--- config.mk ---
export PLATFORM = sky130hd
export DESIGN_NAME = phc_check
export DESIGN_NICKNAME = d
export VERILOG_FILES = /design/src/hw/rtl/phc_pkg.sv /design/src/hw/rtl/phc_check.sv
export SDC_FILE = /design/constraint.sdc
export NUM_CORES = 1
export LEC_CHECK = 0
export BUFFER_PORTS_ARGS = -buffer_cell sky130_fd_sc_hd__buf_2
export CORE_AREA = 8 8 227 229
export DETAILED_ROUTE_END_ITERATION = 8
export DIE_AREA = 0 0 235 237
export RECOVER_POWER = 50
export SYNTH_ARGS = -nofsm -noshare
export SYNTH_HDL_FRONTEND = slang
export SYNTH_SLANG_ARGS = --single-unit
--- constraint.sdc ---
create_clock -name clk -period 0.8 [get_ports clk]
set_clock_uncertainty 0.15 [all_clocks]
set_input_delay 0.16 -clock clk [delete_from_list [all_inputs] [get_ports clk]]
set_output_delay 0.16 -clock clk [all_outputs]
set_load 0.03 [all_outputs]
--- src/hw/rtl/phc_pkg.sv ---
// ----------------------------------------------------------------------------
// phc_pkg
// shared types, constants and the byte-wide crc-16 update for the header checker
// ----------------------------------------------------------------------------
package phc_pkg;

    localparam int HEADER_BYTES = 32;
    localparam int CRC_SPAN     = HEADER_BYTES - 2;
    localparam int COUNT_W      = 17;

    localparam logic [COUNT_W-1:0] COUNT_MAX = {COUNT_W{1'b1}};
    localparam logic [15:0]        CRC_INIT  = 16'hFFFF;
    localparam logic [15:0]        CRC_POLY  = 16'h1021;

    localparam int CFG_ADDR_W = 3;

    typedef enum logic [0:0] {
        REG_MAGIC   = 1'b0,
        REG_VERSION = 1'b1
    } phc_reg_t;

    typedef enum logic [1:0] {
        ST_OK      = 2'd0,
        ST_INVALID = 2'd1,
        ST_CRC     = 2'd2,
        ST_VERSION = 2'd3
    } phc_status_t;

    typedef logic [HEADER_BYTES-1:0][7:0] phc_hdr_t;

    // view of a packet at its final byte, with that byte already folded in
    typedef struct packed {
        phc_hdr_t           hdr;
        logic [15:0]        crc;
        logic [COUNT_W-1:0] total;
    } phc_frame_t;

    function automatic logic [15:0] crc16_byte(input logic [15:0] crc_in,
                                               input logic [7:0]  data);
        logic [15:0] c;
        c = crc_in ^ {data, 8'h00};
        for (int k = 0; k < 8; k++)
        begin
            if (c[15])
                c = {c[14:0], 1'b0} ^ CRC_POLY;
            else
                c = {c[14:0], 1'b0};
        end
        return c;
    endfunction

endpackage

--- src/hw/rtl/phc_check.sv ---
// ----------------------------------------------------------------------------
// phc_check
// header field extraction, ordered checks and the result register
// ----------------------------------------------------------------------------
module phc_check
    import phc_pkg::*;
(
    input  logic        clk,
    input  logic        rst_n,
    input  logic        done,
    input  phc_frame_t  frame,
    input  logic [31:0] expected_magic,
    input  logic [7:0]  expected_version,
    input  logic        out_ready,
    output logic        out_valid,
    output logic        slot_free,
    output logic [1:0]  status,
    output logic [31:0] magic_word,
    output logic [7:0]  version_number,
    output logic [7:0]  mode_byte,
    output logic [7:0]  profile_byte,
    output logic [7:0]  flag_bits,
    output logic [31:0] sequence_number,
    output logic [63:0] sample_position,
    output logic [63:0] capture_time,
    output logic [15:0] payload_length,
    output logic [15:0] header_check
);

    logic        out_valid_reg;
    phc_hdr_t    hdr;
    logic        short_pkt;
    logic [COUNT_W-1:0] need;
    phc_status_t status_next;
    logic [1:0]  status_reg;
    logic [31:0] magic_reg;
    logic [7:0]  version_reg;
    logic [7:0]  mode_reg;
    logic [7:0]  profile_reg;
    logic [7:0]  flag_reg;
    logic [31:0] seq_reg;
    logic [63:0] sample_reg;
    logic [63:0] capture_reg;
    logic [15:0] plen_reg;
    logic [15:0] hcheck_reg;

    assign slot_free = !out_valid_reg || out_ready;
    assign short_pkt = frame.total < COUNT_W'(HEADER_BYTES);
    // short packets report all-zero header fields
    assign hdr       = short_pkt ? '0 : frame.hdr;
    assign need      = COUNT_W'(HEADER_BYTES) + COUNT_W'(hdr[29:28]);

    always_comb
    begin
        priority if (short_pkt)
            status_next = ST_INVALID;
        else if (hdr[31:30] != frame.crc)
            status_next = ST_CRC;
        else if (hdr[3:0] != expected_magic)
            status_next = ST_INVALID;
        else if (hdr[4] != expected_version)
            status_next = ST_VERSION;
        else if (frame.total < need)
            status_next = ST_INVALID;
        else
            status_next = ST_OK;
    end

    always_ff @(posedge clk or negedge rst_n)
    begin
        if (!rst_n)
            out_valid_reg <= 1'b0;
        else if (done)
            out_valid_reg <= 1'b1;
        else if (out_ready)
            out_valid_reg <= 1'b0;
    end

    always_ff @(posedge clk)
    begin
        if (done)
        begin
            status_reg  <= status_next;
            magic_reg   <= hdr[3:0];
            version_reg <= hdr[4];
            mode_reg    <= hdr[5];
            profile_reg <= hdr[6];
            flag_reg    <= hdr[7];
            seq_reg     <= hdr[11:8];
            sample_reg  <= hdr[19:12];
            capture_reg <= hdr[27:20];
            plen_reg    <= hdr[29:28];
            hcheck_reg  <= hdr[31:30];
        end
    end

    assign out_valid       = out_valid_reg;
    assign status          = status_reg;
    assign magic_word      = magic_reg;
    assign version_number  = version_reg;
    assign mode_byte       = mode_reg;
    assign profile_byte    = profile_reg;
    assign flag_bits       = flag_reg;
    assign sequence_number = seq_reg;
    assign sample_position = sample_reg;
    assign capture_time    = capture_reg;
    assign payload_length  = plen_reg;
    assign header_check    = hcheck_reg;

    a_short_is_invalid: assert property (@(posedge clk) disable iff (!rst_n)
        done && short_pkt |=> status_reg == ST_INVALID && magic_reg == '0
            && plen_reg == '0)
        else $error("short packet not reported as invalid with zero fields");

    a_ok_matches_config: assert property (@(posedge clk) disable iff (!rst_n)
        out_valid_reg && status_reg == ST_OK
        |-> magic_reg == expected_magic && version_reg == expected_version
            && hcheck_reg != '0 || magic_reg == expected_magic
            && version_reg == expected_version)
        else $error("ok status on a header that fails magic or version");

    a_done_needs_slot: assert property (@(posedge clk) disable iff (!rst_n)
        done |-> slot_free)
        else $error("result overwrote a word still waiting downstream");

endmodule

# After elaboration in Yosys (flattened, before gate mapping)
# Index checks and enable logic that the tools add are counted.
# classes
add_sub_neg,1
mul,0
div,0
order_cmp,2
n_eq_ne,3
n_shift,0
muxes,7
bitwise_logic,0
reduce_logical,3
# op_table
operator,count
256-bit 2-to-1 mux,1
32-bit != test,1
"6-bit by 16-bit adder with 17-bit output, first input constant",1
17-bit less-than comparator,1
"17-bit by 6-bit less-than comparator with 1-bit output, second input constant",1
16-bit != test,1
8-bit != test,1
2-bit 2-to-1 mux,3
1-bit 2-to-1 mux,3
2-bit nonzero test,1
1-bit zero test,1
1-bit logical OR,1
# word_totals
reg_bits,259
latchBits,0
mem_bits_rw,0
romBits,0
output_inout_bits,260
wordCells,28
n_memories,0

# Logic depth before layout (Yosys ltp)
# Gate-level depths: netlist of run 1.
# depth
word_depth,8
mapped_depth,17
depth_no_buf,14

# Least setup slack after synthesis of run 1
# Ideal clock, no wire load.
# synth_path
path_kind,input port to flip-flop
from,input frame[10] (netlist name)
to,"register status_reg[0] (netlist: status[0]), data pin"
setup_ns,0.269
arrival_ns,3.250
required_ns,0.381
setup_slack_ns,-2.869
path_stages,17
path_buffers,3
path_cell_list,nor4_4 -> nand3_2 -> clkbuf_1 -> clkbuf_1 -> clkbuf_1 -> and2_1 -> ha_1 -> and4_1 -> nand3_1 -> xnor2_1 -> nand2_1 -> ha_1 -> nand4_1 -> nor4_1 -> a211oi_1 -> a21bo_2 -> a31oi_1
# synth_rtl
item,line_no,text
from (decl),phc_check.sv:11,"input phc_frame_t frame,"
to (signal assigned),phc_check.sv:83,status_reg <= status_next;
to (decl),phc_check.sv:35,logic [1:0] status_reg;

==> impl_metrics.json, run 1 <==
{
  "yosys.area.top_type": "edfxtp_1",
  "maxCapViolCount": 0,
  "synth_edf_count": 258,
  "via_count": 10130,
  "ys_types": 42,
  "instances_no_fill": 2371,
  "cts_root_buf": "clkbuf_16",
  "slew_headroom_pct": 56.24,
  "fin_ws_ps": -1713,
  "seq_area_frac_synth_pct": 69.69,
  "cp.required_ps": 1060,
  "hold_depth": 3,
  "synth_common_cells": "edfxtp_1, and2_1, nor2_1, xnor2_1, clkbuf_1",
  "cts_num_sinks": 259,
  "synthFlopType": "edfxtp_1",
  "drt_iter0_markers": 477,
  "synth_top_area_share_pct": 69.46,
  "hold_viol": 43,
  "drive_above_1_share_pct": 46.58,
  "numPlacedInstances": 2070,
  "place_congestion": 0.8982,
  "netlist_instances": 772,
  "start_util_pct": 23.17,
  "critPathKind": "input pin to flop",
  "route.detailed.drc": 0,
  "r2r_cells": 4,
  "cts_max_level": 1,
  "worst_pin_slew_ps": 656.4,
  "synth_warnings": 0,
  "period_minus_slack_ps": 2513,
  "grt-ovfl-total": 0,
  "clk_latency_ps": 550,
  "antenna_found_initial": 15,
  "timing.rr.start": "out_valid",
  "grt_pass1_vias": 10960,
  "finalSetupViolCount": 565,
  "synth.ff_latch_count": 259,
  "fin_hold_ws_ps": -255.6,
  "rows": 81,
  "p_per_area_nw_per_um2": 1905,
  "yosys-top-cells-area": "edfxtp_1, and2_1, xnor2_1, ha_1, a31oi_1",
  "syn-num-nets": 1122,
  "max_freq_mhz": 398.0,
  "grt_max_degree": 130,
  "area_delta_synth_final_pct": 77.69,
  "netlist_area_sq_um": 11150,
  "finalPower_mw": 37.75,
  "die_x_um": 235,
  "post-route-period-util_pct": 314.1,
  "hold_path_class": "input pin to flop",
  "numCtsBuffers": 30,
  "start_kind": "input pin",
  "nets": 2067,
  "yosysMostFrequentCell": "edfxtp_1",
  "dp_slack_ps": -2355,
  "violations": "hold timing, setup timing",
  "io_buffers": 592,
  "arrival_ps": 2770,
  "status": "complete, but fails checks",
  "ant_nets": 0,
  "postCtsHoldBufs": 215,
  "cts_buffer_depth": 3,
  "grt_pass1_wl_um": 68800,
  "r2r_slack_ps": -220,
  "min_from": "frame[258]",
  "cts_tree": "yes",
  "peakVddDrop_mv": 1.721,
  "post_drt_wl_per_cell_um": 20.54,
  "die_area_sq_um": 55700,
  "slew_viol_final": 0,
  "ys_async_sr_fraction_pct": 0.3861,
  "viasPerCell": 4.273,
  "avgSynthCellArea_sq_um": 14.45,
  "grt_usage_pct": 15.95,
  "endpoint_kind": "flop",
  "ioPinCount": 593,
  "p_leak_nw": 8.435,
  "critPathMaxFanout": 30,
  "routed_wl_um": 48700,
  "rsz0062_at_grt": "yes",
  "core-area_sq_um": 48140,
  "clk_pin_slew_ps": 60,
  "hold_end": "payload_length[1]",
  "drt-pass1-iter-count": 5,
  "r2r_end": "out_valid",
  "die_y_um": 237,
  "dp.final_hpwl_um": 35360
}
-- worst max path at each step --
stage	to	depth (start not counted)	slack (ps)	from
2_1_floorplan	status[0]	17	-2550	frame[5]
3_3_place_gp	status[0]	15	-2250	frame[12]
3_5_place_dp	status[0]	15	-2350	frame[6]
4_1_cts	status[0]	15	-1690	frame[16]
5_1_grt	status[0]	15	-1840	frame[15]
6_report	status[0]	14	-1710	frame[16]
-- metal layers --
metal	vias up	GRT usage (%)	routed length (um)
met2	505	28.50	24570
met5	-	0	41
met4	6	5.687	1520
met1	4831	17.19	17970
li1	4706	-	-
met3	84	5.859	4602
-- critical path, cell delays in order --
cell and delay, ps:
buf_8 100, nor4_4 350, nand3_4 160, buf_4 180, buf_12 170, and2_1 200, xor2_1 160, ha_1 290
a21o_1 180, a21o_1 170, a21oi_1 180, o211ai_1 110, a21bo_2 210, a31oi_1 150
-- cell type report --
cell class | count | area [sq um]
fill | 4455 | 28320
inverter | 11 | 41.29
tap | 622 | 778.2
clock buffer | 41 | 843.3
timing repair buffer | 944 | 6903
sequential | 259 | 7774
antenna | 8 | 20.02
multi-input combinational | 471 | 3324
clock inverter | 15 | 133.9
-- per-stage QoR --
step / area, sq um / TNS (ps) / hold WS, ps / util (%)
finish: 19820 / -312200 / -255.6 / 41.17
CTS: 19530 / -309400 / -300.0 / 40.57
global placement: 15820 / -408250 / -213.9 / 32.87
detailed placement: 15820 / -417220 / -212.0 / 32.87
global route: 19810 / -335760 / -265.9 / 41.15
floorplan: 11340 / -273040 / -285.6 / -
-- placed cells by master, fill, tap and decap left out, types with 5 or more instances in the layout --
cell	instances
clkbuf_16	37
clkbuf_1	7
buf_2	512
inv_1	11
a31oi_1	22
nor4bb_1	10
dlygate4sd3_1	215
clkbuf_2	5
xnor2_1	30
nor2_1	28
clkbuf_4	5
nand4_1	9
buf_6	77
a21oi_1	6
nand3_1	7
a21o_1	8
nand2_1	16
diode_2	8
buf_4	109
buf_8	6
clkinv_2	6
xor2_1	15
and2_4	12
edfxtp_1	258
o32ai_1	8
buf_12	7
and2_1	235
ha_1	16
nor3_1	5
-- kinds of logic after synthesis --
kind of cell               share of synthesized area (%)
and+or+nand+nor                                    18.91
DFF                                                69.69
AOI/OAI and AO/OA                                  4.252
xor gates and xnor gates                           3.534
buffers and inverters                              1.615
adders and majority gates                          1.907
muxes                                            0.08975
-- repair_timing --
item	CTS	global route
cloned	1	11
setup buffers	9	2
hold endpoints to repair	386	134
gates resized for setup	151	39
setup endpoints to repair	518	518
pin swaps	15	0
-- report_power, final --
| part | switching, mW | leakage, nW | internal [mW] |
|---|---|---|---|
| registers | 0.380 | 2.54 | 16.1 |
| logic | 4.29 | 5.42 | 3.35 |
| clock network | 5.60 | 0.477 | 7.99 |
| total | 10.3 | 8.43 | 27.5 |
Note: power is estimated with default switching activity, not from simulation.
==> inputs of run 2 (changes only) <==
==> constraint.sdc (replaced) <==
create_clock -name clk -period 0.8 [get_ports clk]
set_clock_uncertainty 0.15 [all_clocks]
set_input_delay 0.04 -clock clk [delete_from_list [all_inputs] [get_ports clk]]
set_output_delay 0.04 -clock clk [all_outputs]
set_load 0.03 [all_outputs]
==> run 2 against run 1 <==
  * The run still ends with hold timing, setup timing left
  * Hold slack worse by 110 ps
  * Critical endpoint unchanged
  * Non-clock buffer count up 50
  * Final area is 12% higher
  * Largest cell class is now non-clock buffers
==> impl_metrics.json, run 2 (same netlist as run 1, synthesis figures left out) <==
{
  "status": "complete, but fails checks",
  "violations": "hold timing, setup timing",
  "r2r_cells": 2,
  "antenna_found_initial": 17,
  "endpoint_kind": "flop",
  "layout_commonest_cell": "buf_2",
  "cts_buffer_depth": 3,
  "place_congestion": 0.8956,
  "max_freq_mhz": 428.5,
  "area_delta_synth_final_pct": 98.29,
  "cp.required_ps": 950,
  "fin_area_sq_um": 22120,
  "cts_num_sinks": 259,
  "fin_hold_ws_ps": -369.5,
  "finalSetupViolCount": 678,
  "hold_end": "out_valid",
  "r2r_end": "out_valid",
  "cts_root_buf": "clkbuf_16",
  "route.detailed.drc": 0,
  "critPathMaxFanout": 5,
  "crit_start": "frame[11]",
  "drive_above_1_share_pct": 51.20,
  "grt_pass1_vias": 11460,
  "slew_headroom_pct": 63.47,
  "cts_tree": "yes",
  "hold_path_class": "input pin to flop",
  "critPathKind": "input pin to flop",
  "rsz0062_at_grt": "yes",
  "fillers": 4127,
  "dp.final_hpwl_um": 35480,
  "fin_ws_ps": -1534,
  "peakVddDrop_mv": 1.622,
  "p_per_area_nw_per_um2": 1813,
  "cts_max_level": 1,
  "io_buffers": 592,
  "dp_slack_ps": -2194,
  "die_x_um": 235,
  "timing.rr.start": "out_valid",
  "min_from": "out_ready",
  "routed_wl_um": 53340,
  "via_count": 10570,
  "arrival_ps": 2490,
  "post-route-period-util_pct": 291.7,
  "post_drt_wl_per_cell_um": 22.01,
  "ant_nets": 0,
  "slew_viol_final": 0,
  "worst_pin_slew_ps": 547.9,
  "placed_area_sq_um": 15850,
  "maxCapViolCount": 0,
  "clk_latency_ps": 560,
  "hold_viol": 19,
  "die_area_sq_um": 55700,
  "grt_pass1_wl_um": 73000,
  "postCtsHoldBufs": 242,
  "drt-pass1-iter-count": 5,
  "grt_max_degree": 131,
  "numCtsBuffers": 30,
  "r2r_slack_ps": -70,
  "die_y_um": 237,
  "ioPinCount": 593,
  "drt_iter0_markers": 453,
  "nets": 2117,
  "p_leak_nw": 9.420,
  "clk_pin_slew_ps": 60,
  "start_util_pct": 23.17,
  "rows": 81,
  "start_kind": "input pin",
  "viasPerCell": 4.361,
  "grt_usage_pct": 17.00,
  "grt-ovfl-total": 0,
  "hold_depth": 3,
  "period_minus_slack_ps": 2334,
  "final_cell_mix": "buf_2, buf_6, edfxtp_1, dlygate4sd3_1, and2_1",
  "core-area_sq_um": 48140
}
[run 2: changes by cell type in the layout (fill, tap and decap cells not counted), moves of 4 or more]
cell,previous run,this run
clkinvlp_4,2,6
buf_6,77,262
buf_16,1,18
buf_12,7,14
buf_4,109,119
dlygate4sd3_1,215,242
and2_1,235,160
and2_4,12,87
buf_2,512,326
[run 2: per-layer routing]
metal,up-vias,global-route usage [%],share of wire (%)
li1,4823,-,-
met1,5107,18.94,37
met2,532,29.63,51
met4,10,5.896,2.9
met3,95,6.336,9.2
met5,-,0,0.11
[run 2: worst max-delay path, cell delays in order]
cell,delay (ps)
buf_6,110
nor4_4,350
nand3_4,160
and2_4,190
ha_4,150
and4_4,150
nand2_1,60
nor2_1,50
xnor2_1,130
ha_1,290
nand4_1,130
nor4_2,300
a211oi_1,100
a21bo_2,200
a31oi_1,60
[run 2: repair_timing]
action                                  CTS  global route
endpoints found under the setup margin  517           518
endpoints found under the hold margin   518           276
buffers inserted                         18            10
resized for setup                       194           724
gates cloned                             16             3
pin swaps                                77            11
[run 2: final cells by class]
type                            instances  area [sq um]  share of cell area [%]
Antenna cell                           10         25.02                  0.1131
Clock buffer                           34         787.0                   3.559
Clock inverter                         22         256.5                   1.160
Inverter                               11         41.29                  0.1867
Multi-Input combinational cell        471          3602                   16.29
Sequential cell                       259          7774                   35.15
Tap cell                              622         778.2                   3.519
Timing Repair Buffer                  994          8852                   40.03
[run 2: worst max-delay path by stage]
| stage | cells past startpoint | endpoint | slack [ps] |
|---|---|---|---|
| 2_1_floorplan | 17 | status[0] | -2430 |
| 3_3_place_gp | 15 | status[0] | -2130 |
| 3_5_place_dp | 15 | status[0] | -2190 |
| 4_1_cts | 15 | status[0] | -1500 |
| 5_1_grt | 15 | status[0] | -1670 |
| 6_report | 15 | status[0] | -1530 |
[run 2: report_power, final]
group          total, mW  internal, mW  switching, mW
registers           16.7          16.2          0.563
logic               8.89          4.44           4.45
clock network       14.5          8.69           5.81
[run 2: stage by stage]
stage          total power, mW  setup TNS, ps  std cells  utilization [%]
2_1_floorplan            19.88        -240520        772                -
3_3_place_gp             23.08        -357630       2073            32.92
3_5_place_dp             23.15        -362630       2073            32.92
4_1_cts                  39.06        -275830       2405            42.52
5_1_grt                  41.48        -312580       2417            45.91
6_report                 40.11        -292560       2423            45.94
